**config.mk**
```make
export PLATFORM = sky130hd
export DESIGN_NAME = asn1_time_string_to_epoch
export DESIGN_NICKNAME = d
export VERILOG_FILES = /design/src/a1t_pkg.sv /design/src/asn1_time_string_to_epoch.sv
export SDC_FILE = /design/constraint.sdc
export NUM_CORES = 2
export LEC_CHECK = 0
export BUFFER_PORTS_ARGS = -buffer_cell sky130_fd_sc_hd__buf_2
export CAP_MARGIN = 20
export CORE_UTILIZATION = 60
export CTS_CLUSTER_DIAMETER = 40
export DETAILED_ROUTE_END_ITERATION = 10
export PLACE_DENSITY = 0.89
export SLEW_MARGIN = 20
export SYNTH_ARGS = -nofsm -noshare
export SYNTH_HDL_FRONTEND = slang
export SYNTH_SLANG_ARGS = --single-unit
```
**constraint.sdc**
```tcl
create_clock -name i_clk -period 10.96 [get_ports i_clk]
set_input_delay 0.548 -clock i_clk [delete_from_list [all_inputs] [get_ports i_clk]]
set_output_delay 0.548 -clock i_clk [all_outputs]
set_load 0.02 [all_outputs]
```
**src/a1t_pkg.sv**
```systemverilog
// ---------------------------------------------------------------------------
// a1t_pkg: shared types and tables for the ASN.1 time string converter
// parse phases, sequencer states, day-of-year table and fixed constants
// ---------------------------------------------------------------------------
`default_nettype none
package a1t_pkg;

    localparam int unsigned CyWidth = 14;
    localparam int unsigned EpochWidth = 39;
    localparam logic [CyWidth-1:0] CyReset = 14'd2024;

    typedef enum logic [2:0] {
        PH_DIGITS,
        PH_FRAC,
        PH_POST_FRAC,
        PH_OFF_H1,
        PH_OFF_H2,
        PH_OFF_M1,
        PH_OFF_M2,
        PH_END
    } t_phase;

    typedef enum logic [2:0] {
        S_IDLE,
        S_W0,
        S_W1,
        S_CHK,
        S_D0,
        S_D1,
        S_D2,
        S_D3
    } t_state;

    // days from march 1 to the first of month m (march-based year)
    function automatic logic [8:0] doy_of(input logic [3:0] m);
        logic [8:0] v;
        case (m)
            4'd3:    v = 9'd0;
            4'd4:    v = 9'd31;
            4'd5:    v = 9'd61;
            4'd6:    v = 9'd92;
            4'd7:    v = 9'd122;
            4'd8:    v = 9'd153;
            4'd9:    v = 9'd184;
            4'd10:   v = 9'd214;
            4'd11:   v = 9'd245;
            4'd12:   v = 9'd275;
            4'd1:    v = 9'd306;
            4'd2:    v = 9'd337;
            default: v = 9'd0;
        endcase
        return v;
    endfunction

endpackage
`default_nettype wire

```
**src/asn1_time_string_to_epoch.sv**
```systemverilog
// ---------------------------------------------------------------------------
// asn1_time_string_to_epoch: ASN.1 UTCTime / GeneralizedTime to epoch seconds
// parses one character per request and converts the date on the last one
// ---------------------------------------------------------------------------
// rate: one character per cycle while idle; after the last character the sequencer
//   steps through S_W0, S_W1, S_CHK, S_D0, S_D1, S_D2 and S_D3 (S_D0 to S_D2 are skipped
//   when the field checks already fail) and takes no new character until the result
//   is registered; S_D3 waits while a previous result still waits for i_m_tready
// reset: synchronous active low, current_year returns to 2024, parse cleared
// ---------------------------------------------------------------------------
`default_nettype none
module asn1_time_string_to_epoch (
    input  wire logic                         i_clk,
    input  wire logic                         i_rst_n,
    input  wire logic                         i_cfg_we,
    input  wire logic [a1t_pkg::CyWidth-1:0]  i_cfg_wdata,
    input  wire logic                         i_s_tvalid,
    output logic                              o_s_tready,
    input  wire logic [7:0]                   i_s_tdata,   // char_code
    input  wire logic                         i_s_tlast,   // last_char
    input  wire logic                         i_s_tuser,   // general_format
    output logic                              o_m_tvalid,
    input  wire logic                         i_m_tready,
    output logic [39:0]                       o_m_tdata    // epoch_seconds [39:1], time_valid [0]
);
    import a1t_pkg::*;

    t_state r_state, n_state;
    logic [CyWidth-1:0] r_cy;

    logic [5:0] r_ccnt, n_ccnt;
    t_phase     r_ph, n_ph;
    logic       r_fmt, n_fmt;
    logic [4:0] r_dcnt, n_dcnt;
    logic [13:0] r_yv, n_yv;
    logic [6:0] r_f [5];
    logic [6:0] n_f [5];
    logic [2:0] r_sc, n_sc;
    logic       r_neg, n_neg;
    logic [6:0] r_oh, n_oh, r_om, n_om;
    logic       r_err, n_err;

    logic [7:0]  r_q, n_q;
    logic [13:0] r_cent, n_cent;
    logic [13:0] r_year, n_year;
    logic [3:0]  r_mon, n_mon;
    logic signed [24:0] r_days, n_days;
    logic signed [41:0] r_t, n_t;
    logic        r_ok, n_ok;
    logic        r_ov, n_ov;
    logic [39:0] r_od, n_od;
    logic        clr;

    logic signed [24:0] mul_a;
    logic signed [17:0] mul_b;
    logic signed [42:0] mul_p;
    assign mul_p = mul_a * mul_b;

    logic        acc, fmt_now, dig;
    logic [3:0]  d;
    logic [7:0]  c;
    logic [4:0]  ylen, rel;
    logic [2:0]  k;
    logic signed [16:0] cur, cent, yys, wy, yr;
    logic [13:0] mon_v, yy;
    logic        lok, pok, rok;
    logic [18:0] hms;
    logic [17:0] off;
    logic signed [41:0] tt;

    assign o_s_tready = (r_state == S_IDLE);
    assign acc = i_s_tvalid && o_s_tready;
    assign c = i_s_tdata;
    assign dig = (c >= 8'h30) && (c <= 8'h39);
    assign d = 4'(c - 8'h30);
    assign fmt_now = (r_ccnt == 6'd0) ? i_s_tuser : r_fmt;
    assign ylen = fmt_now ? 5'd4 : 5'd2;
    assign rel = r_dcnt - ylen;
    assign k = rel[3:1];
    assign yy = r_year - ((r_mon <= 4'd2) ? 14'd1 : 14'd0);
    assign o_m_tvalid = r_ov;
    assign o_m_tdata = r_od;

    always_comb begin
        n_ccnt = r_ccnt; n_ph = r_ph; n_fmt = r_fmt; n_dcnt = r_dcnt;
        n_yv = r_yv; n_f = r_f; n_sc = r_sc; n_neg = r_neg;
        n_oh = r_oh; n_om = r_om; n_err = r_err;
        n_state = r_state; n_q = r_q; n_cent = r_cent; n_year = r_year;
        n_mon = r_mon; n_days = r_days; n_t = r_t; n_ok = r_ok;
        n_ov = r_ov && !i_m_tready; n_od = r_od;
        mul_a = '0; mul_b = '0; clr = 1'b0;
        cur = '0; cent = '0; yys = '0; wy = '0; yr = '0; mon_v = '0;
        lok = 1'b0; pok = 1'b0; rok = 1'b0; hms = '0; off = '0; tt = '0;
        unique case (r_state)
            S_IDLE: begin
                if (acc) begin
                    n_fmt = fmt_now;
                    if (r_ccnt != 6'd63) n_ccnt = r_ccnt + 6'd1;
                    if (c == 8'h00) begin
                        n_err = 1'b1;
                    end else begin
                        case (r_ph)
                            PH_DIGITS, PH_POST_FRAC: begin
                                if (r_ph == PH_DIGITS && dig) begin
                                    if (r_dcnt < ylen) begin
                                        n_yv = 14'(r_yv * 14'd10 + 14'(d));
                                    end else if (r_dcnt < ylen + 5'd10) begin
                                        if (!r_dcnt[0]) n_f[k] = 7'(d * 7'd10);
                                        else n_f[k] = r_f[k] + 7'(d);
                                    end
                                    if (r_dcnt != 5'd31) n_dcnt = r_dcnt + 5'd1;
                                end else if (r_ph == PH_DIGITS && c == 8'h2e) begin
                                    n_ph = PH_FRAC; n_sc = '0;
                                end else if (c == 8'h5a) begin
                                    n_ph = PH_END;
                                end else if (c == 8'h2b || c == 8'h2d) begin
                                    n_neg = (c == 8'h2d); n_ph = PH_OFF_H1;
                                end else begin
                                    n_err = 1'b1;
                                end
                            end
                            PH_FRAC: begin
                                n_sc = r_sc + 3'd1;
                                if (n_sc >= 3'd4) n_ph = PH_POST_FRAC;
                            end
                            PH_OFF_H1: begin
                                if (!dig) n_err = 1'b1;
                                else begin n_oh = 7'(d * 7'd10); n_ph = PH_OFF_H2; end
                            end
                            PH_OFF_H2: begin
                                if (!dig) n_err = 1'b1;
                                else begin
                                    n_oh = r_oh + 7'(d);
                                    if (n_oh > 7'd24) n_err = 1'b1;
                                    n_ph = PH_OFF_M1;
                                end
                            end
                            PH_OFF_M1: begin
                                if (!dig) n_err = 1'b1;
                                else begin n_om = 7'(d * 7'd10); n_ph = PH_OFF_M2; end
                            end
                            PH_OFF_M2: begin
                                if (!dig) n_err = 1'b1;
                                else begin n_om = r_om + 7'(d); n_ph = PH_END; end
                            end
                            default: n_err = 1'b1;
                        endcase
                    end
                    if (i_s_tlast) n_state = S_W0;
                end
            end
            S_W0: begin
                mul_a = 25'(r_cy); mul_b = 18'sd5243;
                n_q = mul_p[26:19];
                n_state = S_W1;
            end
            S_W1: begin
                mul_a = 25'(r_q); mul_b = 18'sd100;
                n_cent = mul_p[13:0];
                n_state = S_CHK;
            end
            S_CHK: begin
                cent = 17'(r_cent);
                cur = 17'(r_cy) - cent;
                yys = 17'(r_yv);
                if (cur < 17'sd40) begin
                    if (yys < cur) wy = cent + yys;
                    else if (yys > 17'sd60 + cur) wy = cent - 17'sd100 + yys;
                    else wy = cent + yys;
                end else if (yys < cur && yys > cur - 17'sd40) begin
                    wy = cent + yys;
                end else if (yys < cur) begin
                    wy = cent + 17'sd100 + yys;
                end else begin
                    wy = cent + yys;
                end
                yr = 17'sd1900;
                mon_v = 14'(r_f[0]);
                if (r_fmt) begin
                    lok = (r_ccnt >= 6'd8) && (r_ccnt < 6'd30);
                    if (r_dcnt == 5'd2) mon_v = r_yv;
                    else if (r_dcnt != 5'd0) begin
                        if (r_dcnt < 5'd4 || r_dcnt > 5'd14 || r_dcnt[0]) lok = 1'b0;
                        yr = 17'(r_yv);
                    end
                end else begin
                    lok = (r_ccnt >= 6'd6) && (r_ccnt < 6'd28)
                        && !r_dcnt[0] && (r_dcnt <= 5'd12);
                    if (r_dcnt >= 5'd2) yr = wy;
                end
                pok = (r_ph == PH_DIGITS) || (r_ph == PH_POST_FRAC)
                    || (r_ph == PH_END) || (r_ph == PH_OFF_M1);
                rok = (yr >= 17'sd1900) && (yr <= 17'sd11899)
                    && (mon_v >= 14'd1) && (mon_v <= 14'd12)
                    && (r_f[1] >= 7'd1) && (r_f[1] <= 7'd31)
                    && (r_f[2] <= 7'd23) && (r_f[3] <= 7'd59) && (r_f[4] <= 7'd59);
                n_year = yr[13:0];
                n_mon = mon_v[3:0];
                n_ok = !r_err && lok && pok && rok;
                n_state = n_ok ? S_D0 : S_D3;
            end
            S_D0: begin
                mul_a = 25'(yy); mul_b = 18'sd5243;
                n_q = mul_p[26:19];
                n_state = S_D1;
            end
            S_D1: begin
                mul_a = 25'(yy); mul_b = 18'sd365;
                n_days = mul_p[24:0] + 25'(yy >> 2) - 25'(r_q) + 25'(r_q >> 2)
                    + 25'(doy_of(r_mon)) + 25'(r_f[1]) - 25'sd1 - 25'sd719468;
                n_state = S_D2;
            end
            S_D2: begin
                mul_a = r_days; mul_b = 18'sd86400;
                hms = 19'(r_f[2]) * 19'd3600 + 19'(r_f[3]) * 19'd60 + 19'(r_f[4]);
                n_t = mul_p[41:0] + 42'(hms);
                n_state = S_D3;
            end
            S_D3: begin
                off = 18'(r_oh) * 18'd3600 + 18'(r_om) * 18'd60;
                tt = r_neg ? r_t + 42'(off) : r_t - 42'(off);
                if (!r_ov || i_m_tready) begin
                    rok = r_ok && (tt >= -42'sd274877906944)
                        && (tt <= 42'sd274877906943);
                    n_ov = 1'b1;
                    n_od = rok ? {tt[EpochWidth-1:0], 1'b1} : 40'd0;
                    clr = 1'b1;
                    n_state = S_IDLE;
                end
            end
            default: n_state = S_IDLE;
        endcase
        if (clr) begin
            n_ccnt = '0; n_ph = PH_DIGITS; n_fmt = 1'b0; n_dcnt = '0; n_yv = '0;
            n_f[0] = 7'd1; n_f[1] = 7'd1; n_f[2] = '0; n_f[3] = '0; n_f[4] = '0;
            n_sc = '0; n_neg = 1'b0; n_oh = '0; n_om = '0; n_err = 1'b0;
        end
    end

    always_ff @(posedge i_clk) begin
        if (!i_rst_n) begin
            r_state <= S_IDLE;
            r_cy <= CyReset;
            r_ccnt <= '0; r_ph <= PH_DIGITS; r_fmt <= 1'b0; r_dcnt <= '0; r_yv <= '0;
            r_f[0] <= 7'd1; r_f[1] <= 7'd1; r_f[2] <= '0; r_f[3] <= '0; r_f[4] <= '0;
            r_sc <= '0; r_neg <= 1'b0; r_oh <= '0; r_om <= '0; r_err <= 1'b0;
            r_ov <= 1'b0;
        end else begin
            r_state <= n_state;
            if (i_cfg_we) r_cy <= i_cfg_wdata;
            r_ccnt <= n_ccnt; r_ph <= n_ph; r_fmt <= n_fmt; r_dcnt <= n_dcnt;
            r_yv <= n_yv; r_f <= n_f; r_sc <= n_sc; r_neg <= n_neg;
            r_oh <= n_oh; r_om <= n_om; r_err <= n_err;
            r_ov <= n_ov;
        end
    end

    always_ff @(posedge i_clk) begin
        r_q <= n_q; r_cent <= n_cent; r_year <= n_year; r_mon <= n_mon;
        r_days <= n_days; r_t <= n_t; r_ok <= n_ok; r_od <= n_od;
    end

endmodule
`default_nettype wire

```
==> impl_metrics.tcl <==
set metrics [dict create \
    outcome "finished clean" \
    design_area_sq_um 41000 \
    grt_pass1_wl_mm 161 \
    areaGrowthSynthToFinish_pct 8.87 \
    antenna_found_initial 1 \
    cp-start-kind "register" \
    cp_common_cell "fa_1" \
    synth_area_sq_um 37700 \
    core_area_sq_um 61800 \
    io-pin-count 71 \
    fmax_ghz 0.0914 \
    totalWireLength_mm 101 \
    synth_cells 4106 \
    drc 0 \
    final_util_pct 66.3 \
    pwr_density_cell_nw_per_um2 328 \
    firstDrtPassIters 7 \
    worstSetupPathType "reg2reg" \
    finalHoldViolations 0 \
    hpwl_mm 77.6 \
    rows 91 \
    cp_slowest_cell "fa_2" \
    chipWidth_um 253 \
    tightest_slew_ns 1.19 \
    placed_cell_area_sq_um 39400 \
    htree_levels 2 \
    ant_nets 0 \
    synth_area_per_cell_sq_um 9.17 \
    required_ns 11.30 \
    pre_cts_ws_ns 0.217 \
    clk_pin_slew_ns 0.06 \
    synth-seq-area-share_pct 17.7 \
    p_leak_nw 20.6 \
    async_reset_ff_share_pct 0 \
    mostFrequentLayoutCell "inv_1" \
    drive_gt1_share_pct 6.65 \
    finalCriticalPeriod_ns 10.94 \
    slew_viol_final 0 \
    clockBufferDepth 3 \
    grt_start_max_net_pins 86 \
    numPortBuffers 70 \
    cts_made_buffers 45 \
    track_usage_pct 31.8 \
    clock_skew_ns 0.0314 \
    ys_types 98 \
    clockRootBuffer "clkbuf_16" \
    end_kind "register" \
    hp-class "in2reg" \
    yosysWarningCount 0 \
    dp_cells 5066 \
    worst_ep_arrival_time_ns 11.28 \
    nFillCells 4456 \
    first_global_vias 31300 \
    cts_tree "built" \
    cp_slowest_stage_delay_ns 0.67 \
    finalCritPeriodShare_pct 99.8 \
    die_y_um 253 \
    synthFlopType "edfxtp_1" \
    r2r_cells 39 \
    vdd_drop_max_uv 516 \
    setup_viol 0 \
    layout_setup_ws_ns 0.0193 \
    viasPerCell 5.97 \
    synth_edf_count 148 \
    clkSinkCount 258 \
    crit_fanout 5 \
    synth_seq_cells 258 \
    overflow 0 \
    nNetsFinal 5254 \
    drtIter0Drc 3088 \
    max_cap_violations 0 \
    initial_core_util_pct 60.9 \
    vias 30800 \
    antenna_cells 0 \
    slew_headroom_pct 19.8 \
    final_cells 5152 \
    setup_tns_ns 0 \
    finalPower_mw 13.5 \
    holdPathStages 3 \
    layout_common_cells "inv_1 (717), ha_1 (547), fa_1 (395)" \
    clk_latency_ns 0.60 \
    die-area_sq_um 63800 \
    whs_ns 0.171 \
    gp_congestion 1.01 \
    drt-wirelength-per-cell_um 19.6 \
]
-- worst max-delay path, delay by kind of cell (launching register included) --
kind	cells	cell delay, ns
simple gates	6	0.93
flops	1	0.41
xor+xnor	1	0.10
fa+ha+maj	12	5.35
buf+inv	4	0.37
compound gates	16	3.52
-- state kept, by name, indices dropped and copies added, names as in the netlist, 6 cells and up, named ones only --
signal and flops:
o_m_tdata 40, r_ccnt 6, r_cent 14, r_cy 14, r_days 25, r_f 35, r_oh 7, r_om 7
r_q 8, r_t 42, r_year 14, r_yv 14
-- metal layers --
layer / global-route usage, % / vias to the layer above / routed length [um]
met4: 13.5 / 2 / 5250
met5: 0 / - / 10
li1: - / 14000 / -
met3: 6.64 / 437 / 9520
met2: 51.9 / 1588 / 46600
met1: 40.8 / 14700 / 39800
-- power by group --
group / leakage [nW] / total [mW] / internal [mW] / switching, mW
logic: 17.6 / 10.3 / 4.17 / 6.18
registers: 2.28 / 1.71 / 1.61 / 0.0994
clock network: 0.712 / 1.39 / 0.816 / 0.576
-- timing repair --
item | 4_1_cts | 5_1_grt
hold buffers | 0 | 0
gates resized for setup | 5 | 21
pin swaps | 0 | 4
setup buffers | 0 | 4
setup endpoints to repair | 2 | 10
-- synth_stat cells (44+ instances only) --
cell	instances	share of area, %
edfxtp_1	148	12
xor2_1	86	2.0
nor3_1	60	0.80
inv_1	717	7.1
mux2i_1	73	1.9
a21oi_1	227	3.0
dfxtp_1	110	5.8
clkbuf_1	65	0.65
nand2b_1	44	0.73
o21bai_1	54	1.1
nand2_1	206	2.1
nor2_1	325	3.2
a21o_1	84	1.7
xnor2_1	234	5.4
nand3_1	60	0.80
ha_1	549	18
o21ai_0	135	1.8
and3_1	59	0.98
fa_1	396	21
-- cell type report --
class	instances	area [sq um]	area share [%]
inverter	718	2700	6.57
multi-input combinational	3152	28500	69.6
timing repair buffer	105	626	1.53
clock inverter	31	287	0.699
sequential	258	6650	16.2
tap	837	1050	2.55
clock buffer	51	1170	2.85
-- kinds of logic after synthesis --
logic type | Yosys count | synth area share, %
AOI/OAI and AO/OA | 747 | 13.0
xor gates and xnor gates | 324 | 7.62
adders and majority gates | 947 | 39.4
buffers and inverters | 795 | 7.98
DFF | 258 | 17.7
muxes | 84 | 2.27
other | 2 | 0.0199
and+or+nand+nor | 949 | 12.1
-- worst paths after layout --
path / from / end / slack [ns]
hold / removal: i_cfg_wdata[10] / r_cy[10] / 0.17
setup reg to reg: r_mon[0] / r_days[23] / 0.02
setup / recovery: r_mon[0] / r_days[23] / 0.02
hold reg to reg: r_sc[1] / r_sc[1] / 0.46
Note: power is estimated with default switching activity, not from simulation.
